[src/hdl/rfc_pkg.sv]
package rfc_pkg;

   // Frame layout constants.
   localparam logic [7:0] HDR_BYTE    = 8'hFF;
   localparam logic [8:0] MIN_FRAME   = 9'd5;
   localparam logic [9:0] FRAME_EXTRA = 10'd3;
   localparam logic [9:0] PAYLOAD_END = 10'd2;
   localparam logic [8:0] CMD_POS     = 9'd3;
   localparam logic [8:0] LEN_POS     = 9'd2;
   localparam logic [8:0] HDR2_POS    = 9'd1;
   localparam logic [8:0] CNT_MAX     = 9'd511;

   // Largest number of data bytes that a frame may carry.
   localparam int unsigned MAX_DATA  = 64;
   localparam logic [7:0]  LEN_LIMIT = 8'(MAX_DATA + 1);

   // Verdict codes.
   localparam logic [2:0] ERR_NONE     = 3'd0;
   localparam logic [2:0] ERR_HEADER   = 3'd1;
   localparam logic [2:0] ERR_SHORT    = 3'd2;
   localparam logic [2:0] ERR_LENGTH   = 3'd3;
   localparam logic [2:0] ERR_CHECKSUM = 3'd4;

   typedef struct packed {
      logic [7:0] echo_byte;
      logic       is_payload;
      logic       verdict_valid;
      logic       frame_good;
      logic [2:0] error_kind;
      logic [7:0] command_code;
   } result_type;

endpackage

[src/hdl/rfc_check_core.sv]
// Frame state and per-byte checks. The result is combinational from the
// current byte and the stored frame state; the state advances on accept.
module rfc_check_core #(
   parameter int unsigned MAX_DATA = rfc_pkg::MAX_DATA
) (
   input  logic                  clock,
   input  logic                  reset,
   input  logic                  accept,
   input  logic [7:0]            rx_byte,
   input  logic                  frame_end,
   output rfc_pkg::result_type   result
);

   // Largest declared length that can still pass the length check.
   localparam logic [7:0] LEN_LIMIT = 8'(MAX_DATA + 1);

   logic [8:0] byte_count_ff, byte_count_in, step_count;
   logic       header_bad_ff, header_bad_in, step_header_bad;
   logic [7:0] length_field_ff, length_field_in, step_length;
   logic [7:0] running_sum_ff, running_sum_in, step_sum;
   logic [7:0] previous_byte_ff, previous_byte_in;
   logic [7:0] held_command_ff, held_command_in, step_command;
   logic       payload;
   logic [2:0] kind;

   always_comb begin
      step_header_bad = header_bad_ff;
      step_length     = length_field_ff;
      step_sum        = running_sum_ff;
      step_command    = held_command_ff;
      payload         = 1'b0;

      if (byte_count_ff == rfc_pkg::HDR2_POS) begin
         if (previous_byte_ff != rfc_pkg::HDR_BYTE || rx_byte != rfc_pkg::HDR_BYTE) begin
            step_header_bad = 1'b1;
         end
      end else if (byte_count_ff == rfc_pkg::LEN_POS) begin
         step_length = rx_byte;
         step_sum    = rx_byte;
      end else if (byte_count_ff >= rfc_pkg::CMD_POS) begin
         if (byte_count_ff == rfc_pkg::CMD_POS) begin
            step_command = rx_byte;
         end
         if ({1'b0, byte_count_ff} < {2'b00, length_field_ff} + rfc_pkg::PAYLOAD_END) begin
            payload  = 1'b1;
            step_sum = running_sum_ff + rx_byte;
         end
      end

      step_count = (byte_count_ff == rfc_pkg::CNT_MAX) ? byte_count_ff
                                                       : byte_count_ff + 9'd1;

      // First failing check wins.
      if (step_count < 9'd2 || step_header_bad) begin
         kind = rfc_pkg::ERR_HEADER;
      end else if (step_count < rfc_pkg::MIN_FRAME) begin
         kind = rfc_pkg::ERR_SHORT;
      end else if ({1'b0, step_count} != {2'b00, step_length} + rfc_pkg::FRAME_EXTRA ||
                   step_length > LEN_LIMIT) begin
         kind = rfc_pkg::ERR_LENGTH;
      end else if (rx_byte != ~step_sum) begin
         kind = rfc_pkg::ERR_CHECKSUM;
      end else begin
         kind = rfc_pkg::ERR_NONE;
      end

      result.echo_byte     = rx_byte;
      result.is_payload    = payload;
      result.verdict_valid = frame_end;
      result.frame_good    = frame_end && (kind == rfc_pkg::ERR_NONE);
      result.error_kind    = frame_end ? kind : rfc_pkg::ERR_NONE;
      result.command_code  = frame_end ? step_command : 8'd0;

      // The last byte of a frame returns everything to the idle state.
      if (frame_end) begin
         byte_count_in    = '0;
         header_bad_in    = 1'b0;
         length_field_in  = '0;
         running_sum_in   = '0;
         previous_byte_in = '0;
         held_command_in  = '0;
      end else begin
         byte_count_in    = step_count;
         header_bad_in    = step_header_bad;
         length_field_in  = step_length;
         running_sum_in   = step_sum;
         previous_byte_in = rx_byte;
         held_command_in  = step_command;
      end
   end

   always_ff @(posedge clock) begin
      if (reset) begin
         byte_count_ff    <= '0;
         header_bad_ff    <= 1'b0;
         length_field_ff  <= '0;
         running_sum_ff   <= '0;
         previous_byte_ff <= '0;
         held_command_ff  <= '0;
      end else if (accept) begin
         byte_count_ff    <= byte_count_in;
         header_bad_ff    <= header_bad_in;
         length_field_ff  <= length_field_in;
         running_sum_ff   <= running_sum_in;
         previous_byte_ff <= previous_byte_in;
         held_command_ff  <= held_command_in;
      end
   end

endmodule

[config.mk]
export PLATFORM = sky130hd
export DESIGN_NAME = rfc_check_core
export DESIGN_NICKNAME = d
export VERILOG_FILES = /design/src/hdl/rfc_pkg.sv /design/src/hdl/rfc_check_core.sv
export SDC_FILE = /design/constraint.sdc
export NUM_CORES = 1
export LEC_CHECK = 0
export BUFFER_PORTS_ARGS = -buffer_cell sky130_fd_sc_hd__buf_2
export CAP_MARGIN = 20
export CELL_PAD_IN_SITES_DETAIL_PLACEMENT = 0
export CELL_PAD_IN_SITES_GLOBAL_PLACEMENT = 1
export CORE_MARGIN = 3
export CORE_UTILIZATION = 48
export DETAILED_ROUTE_END_ITERATION = 7
export PLACE_DENSITY_LB_ADDON = 0.1
export SLEW_MARGIN = 20
export SYNTH_ARGS = -nofsm -noshare
export SYNTH_HDL_FRONTEND = slang
export SYNTH_SLANG_ARGS = --single-unit
[constraint.sdc]
create_clock -name clock -period 6.1 [get_ports clock]
set_input_delay 0.305 -clock clock [delete_from_list [all_inputs] [get_ports clock]]
set_output_delay 0.305 -clock clock [all_outputs]
set_load 0.01 [all_outputs]
# Word level (Yosys, flattened, before mapping)
# Cells that the tools add are included.
totals:
  input_bits: 12
  wordCells: 58
  register_bits: 42
  out_inout_bits: 22
classes:
  n_reduce_logical: 5
  n_mux: 29
  eq_ne: 8
  n_lt_le_gt_ge: 5
  n_addsub: 4
  n_bitwise: 1
op_table:
  columns: ["cell", "n"]
  rows:
  - ["$mux 8", 15]
  - ["$add 8x2->9 const B", 2]
  - ["$eq 9x2->1 const B", 2]
  - ["$mux 9", 2]
  - ["$ne 8x8->1 const B", 2]
  - ["$mux 3", 5]
  - ["$add 9x1->9 const B", 1]
  - ["$eq 9x1->1 const B", 1]
  - ["$eq 9x9->1 const B", 1]
  - ["$ge 9x2->1 const B", 1]
  - ["$lt 9x2->1 const B", 1]
  - ["$lt 9x3->1 const B", 1]
  - ["$lt 9x9->1", 1]
  - ["$ne 9x9->1", 1]
  - ["$add 8x8->8", 1]
  - ["$gt 8x7->1 const B", 1]
  - ["$ne 8x8->1", 1]
  - ["$not 8->8", 1]
  - ["$mux 1", 7]
  - ["$logic_not 3->1", 1]
  - ["$logic_or 1x1->1", 3]
  - ["$logic_and 1x1->1", 1]

# Logic depth before layout (Yosys ltp)
depth:
  word_depth: 14
  mapped_depth: 15
  ltp_nobuf: 14

# Worst setup path before layout
# No wires, ideal clock.
synth_timing:
  path_kind: "reg2out"
  startpoint: "register byte_count_ff[0]"
  endpoint: "output port result[11] (netlist bit)"
  path_buffers: 2
  slack_ps: 1932
  t_arrival_ps: 3863
  stages_incl_launch_ff: 16
  required_time_ps: 5795
  cell_sequence: "dfxtp_1 > clkbuf_1 > inv_1 > ha_1 > nor2b_1 > nand3_2 > buf_1 > mux2i_1 > ha_1 > nor2b_1 > mux2_2 > and3_1 > or3b_1 > a2111oi_4 > and4bb_1 > and4_1"
synth_rtl:
  columns: ["item", "line", "source"]
  rows:
  - ["from (decl)", "rfc_check_core.sv:17", "logic [8:0] byte_count_ff, byte_count_in, step_count;"]
  - ["from (signal assigned)", "rfc_check_core.sv:101", "byte_count_ff <= byte_count_in;"]
  - ["to (decl)", "rfc_check_core.sv:11", "output rfc_pkg::result_type result"]

==> impl_metrics.env <==
export IMPL_die_height_um=94.90
export IMPL_grt_first_pass_wirelength_mm=19.44
export IMPL_routabilityCongestion=0.9957
export IMPL_ys_async_sr_fraction_pct=0
export IMPL_synth_edf_count=0
export IMPL_crit_type="reg2out"
export IMPL_cp_top_family="simple AND/OR/NAND/NOR gates"
export IMPL_ys_seq_elements=42
export IMPL_vias=3986
export IMPL_dpl_hpwl_mm=8.654
export IMPL_regToRegStartpoint="length_field_ff[2]"
export IMPL_syn_to_final_growth_pct=4.881
export IMPL_start_util_pct=50.94
export IMPL_fin_ws_ns=1.154
export IMPL_grt_pass1_vias=3678
export IMPL_synth_main_ff_cell="dfxtp_1"
export IMPL_worst_setup_path_start_kind="register"
export IMPL_antenna_cells=0
export IMPL_power_switching_w=0.0001811
export IMPL_ctsLongestPathBuffers=2
export IMPL_worst_pin_slew_ns=1.005
export IMPL_clkLatencyLatePin_ns=0.30
export IMPL_synth_commonest_cells="59 x nor2_1, 48 x a21oi_1, 43 x nand2_1"
export IMPL_p_leak_nw=1.633
export IMPL_hold_path_depth=3
export IMPL_drt_vias_per_instance=6.556
export IMPL_yosysTopAreaCell="dfxtp_1"
export IMPL_cap_violations=0
export IMPL_die_area_sq_um=9006
export IMPL_synth_nets=548
export IMPL_drive_above_1_share_pct=12.38
export IMPL_switching_share_pct=29.50
export IMPL_cts_htree_levels=2
export IMPL_p_seq_share_pct=45.9
export IMPL_synth_top_area_share_pct=22.16
export IMPL_core_area_sq_um=7447
export IMPL_path_buf_inv=2
export IMPL_required_ns=5.79
export IMPL_peakVddDrop_mv=0.08004
export IMPL_hp_class="in2reg"
export IMPL_power_density_nw_per_um2=154.3
export IMPL_cts_buffers_inserted=5
export IMPL_drv_slew=0
export IMPL_overflow=0
export IMPL_finalSetupTns_ns=0
export IMPL_min_period_ns=4.946
export IMPL_synth_most_common_cell="nor2_1"
export IMPL_syn_area_sq_um=3794
export IMPL_clkPwrFrac_pct=37.6
export IMPL_die_w_um=94.90
export IMPL_crit_arrival_ns=4.64
export IMPL_placed_area_sq_um=3864
export IMPL_holdBufCountCts=0
export IMPL_grt_max_degree=42
export IMPL_grt_antenna_before_repair=0
export IMPL_totalWireLength_mm=11.93
export IMPL_synth_area_leaders="dfxtp_1 22%, ha_1 6.9%, a21oi_1 6.3%, nor2_1 5.8%, nand2_1 4.3%"
export IMPL_end_kind="output port"
export IMPL_clk_pin_slew_ns=0.09
export IMPL_cpPeakStageDelay_ns=0.56
export IMPL_post_cts_buffers=0
export IMPL_rrSetupSlack_ns=2.85
export IMPL_syn_inst=514
export IMPL_rr_worst_depth=12
export IMPL_cp_max_fo=17
export IMPL_io_pins=34
export IMPL_rsz0062_at_grt="no"
export IMPL_drc=0
export IMPL_avgSynthCellArea_sq_um=7.381
export IMPL_crit_slowest_cell="dfxtp_1"
export IMPL_comb_power_share_pct=16.5
export IMPL_crit_cells=14
export IMPL_final_area_sq_um=3979
export IMPL_crit_end="result[11]"
export IMPL_postRouteAntennaNets=0
export IMPL_drt_initial_drc_count=297
export IMPL_max_freq_ghz=0.2022
export IMPL_finalHoldViolations=0
export IMPL_post_place_ws_ns=1.574
export IMPL_yosysSeqAreaShare_pct=22.16
export IMPL_status="finished, final reports clean"
export IMPL_rows=31
export IMPL_crit_chain="inv_1, ha_1, nor2b_1, nand3_2, mux2i_1, ha_1, nor2b_1, mux2_2, and3_1, or3b_1, a2111oi_4, and4bb_1, and4_1, buf_2"
export IMPL_clk_root_buffer_cell="clkbuf_8"
export IMPL_io_buffers=33
export IMPL_final_nets=542
export IMPL_tritoncts="done"
export IMPL_crit_start="byte_count_ff[1]"
export IMPL_yosys_warnings=0
export IMPL_setup_viol=0
export IMPL_timing_final_crit_share_pct=81.07
export IMPL_reg2reg_to="running_sum_ff[0]"
export IMPL_grt_usage_pct=27.86
export IMPL_ys_types=69
export IMPL_wl_per_cell_um=19.62
export IMPL_p_int_w=0.0004327
export IMPL_fin_skew_ns=0.008042
export IMPL_cts_sinks=42
export IMPL_relSlewSlack_pct=32.86
export IMPL_first_pass_iters=7
export IMPL_cts_resized=0
[cell type report]
type / instances / area [sq um]
fillers: 744 / 3468
multi-input cells: 410 / 2675
flip-flops and latches: 42 / 840.8
repair buffers: 34 / 172.7
well taps: 99 / 123.9
clock buffers: 6 / 72.57
inverters: 15 / 56.30
clock inverters: 2 / 37.54
[layer usage]
layer / vias up / track usage (%) / wire length (um)
met2: 205 / 43.10 / 5253
met3: 25 / 4.542 / 1024
met5: - / 0 / 0
met4: 0 / 8.173 / 287
met1: 1875 / 39.62 / 5362
li1: 1881 / - / -
[power groups by stage]
stage                     combinational, W  clock (W)  sequential, W
after CTS                         0.000100   0.000234       0.000282
after detailed placement         0.0000996          0       0.000288
after global placement           0.0000994          0       0.000288
after floorplan                  0.0000746          0       0.000286
after global routing              0.000112   0.000243       0.000282
final                             0.000102   0.000231       0.000282
[worst min-delay path: stages]
cell	delay, ns
buf_2	0.18
nand3_1	0.10
a21oi_1	0.06
[flip-flops by register name, indices dropped and copies added, names as in the netlist]
name              count
held_command_ff       8
length_field_ff       8
header_bad_ff         1
byte_count_ff         9
running_sum_ff        8
previous_byte_ff      8
[how the worst min path moves through the flow]
stage               slack (ns)                   to                 from
floorplan                 0.44  previous_byte_ff[6]  previous_byte_ff[6]
global placement          0.45  previous_byte_ff[6]  previous_byte_ff[6]
detailed placement        0.45  previous_byte_ff[5]  previous_byte_ff[5]
CTS                       0.38  previous_byte_ff[0]           rx_byte[0]
global route              0.41  previous_byte_ff[0]           rx_byte[0]
finish                    0.39  previous_byte_ff[6]           rx_byte[6]
[logic make-up (layout without fill, tap and decap cells)]
| kind of cell | Yosys count | count (layout) | synth area share [%] |
|---|---|---|---|
| simple gates | 192 | 192 | 25.49 |
| compound gates | 159 | 159 | 28.23 |
| buf+inv | 62 | 57 | 7.454 |
| flops | 42 | 42 | 22.16 |
| xor+xnor | 23 | 23 | 5.310 |
| fa+ha+maj | 22 | 22 | 7.454 |
| mux | 14 | 14 | 3.892 |
[cells in the final DEF, fill, tap and decap left out, types with 20 or more instances in the layout]
cell     Yosys  routed
a22oi_1     20      20
o21ai_0     24      24
dfxtp_1     42      42
ha_1        21      21
nand2_1     43      43
nor2_1      59      59
buf_2        1      33
a21oi_1     48      48
nand3_1     20      20
[stage by stage]
step                      hold WS (ns)  instances  total power, W  util [%]
after global placement          0.4467        600       0.0003873     51.88
after floorplan                 0.4369        514       0.0003607         -
after CTS                       0.3785        608       0.0006155     53.36
after global routing            0.4068        608       0.0006373     53.43
after detailed placement        0.4539        600       0.0003877     51.88
final                           0.3908        608       0.0006138     53.43
(Power assumes the default switching activity.)
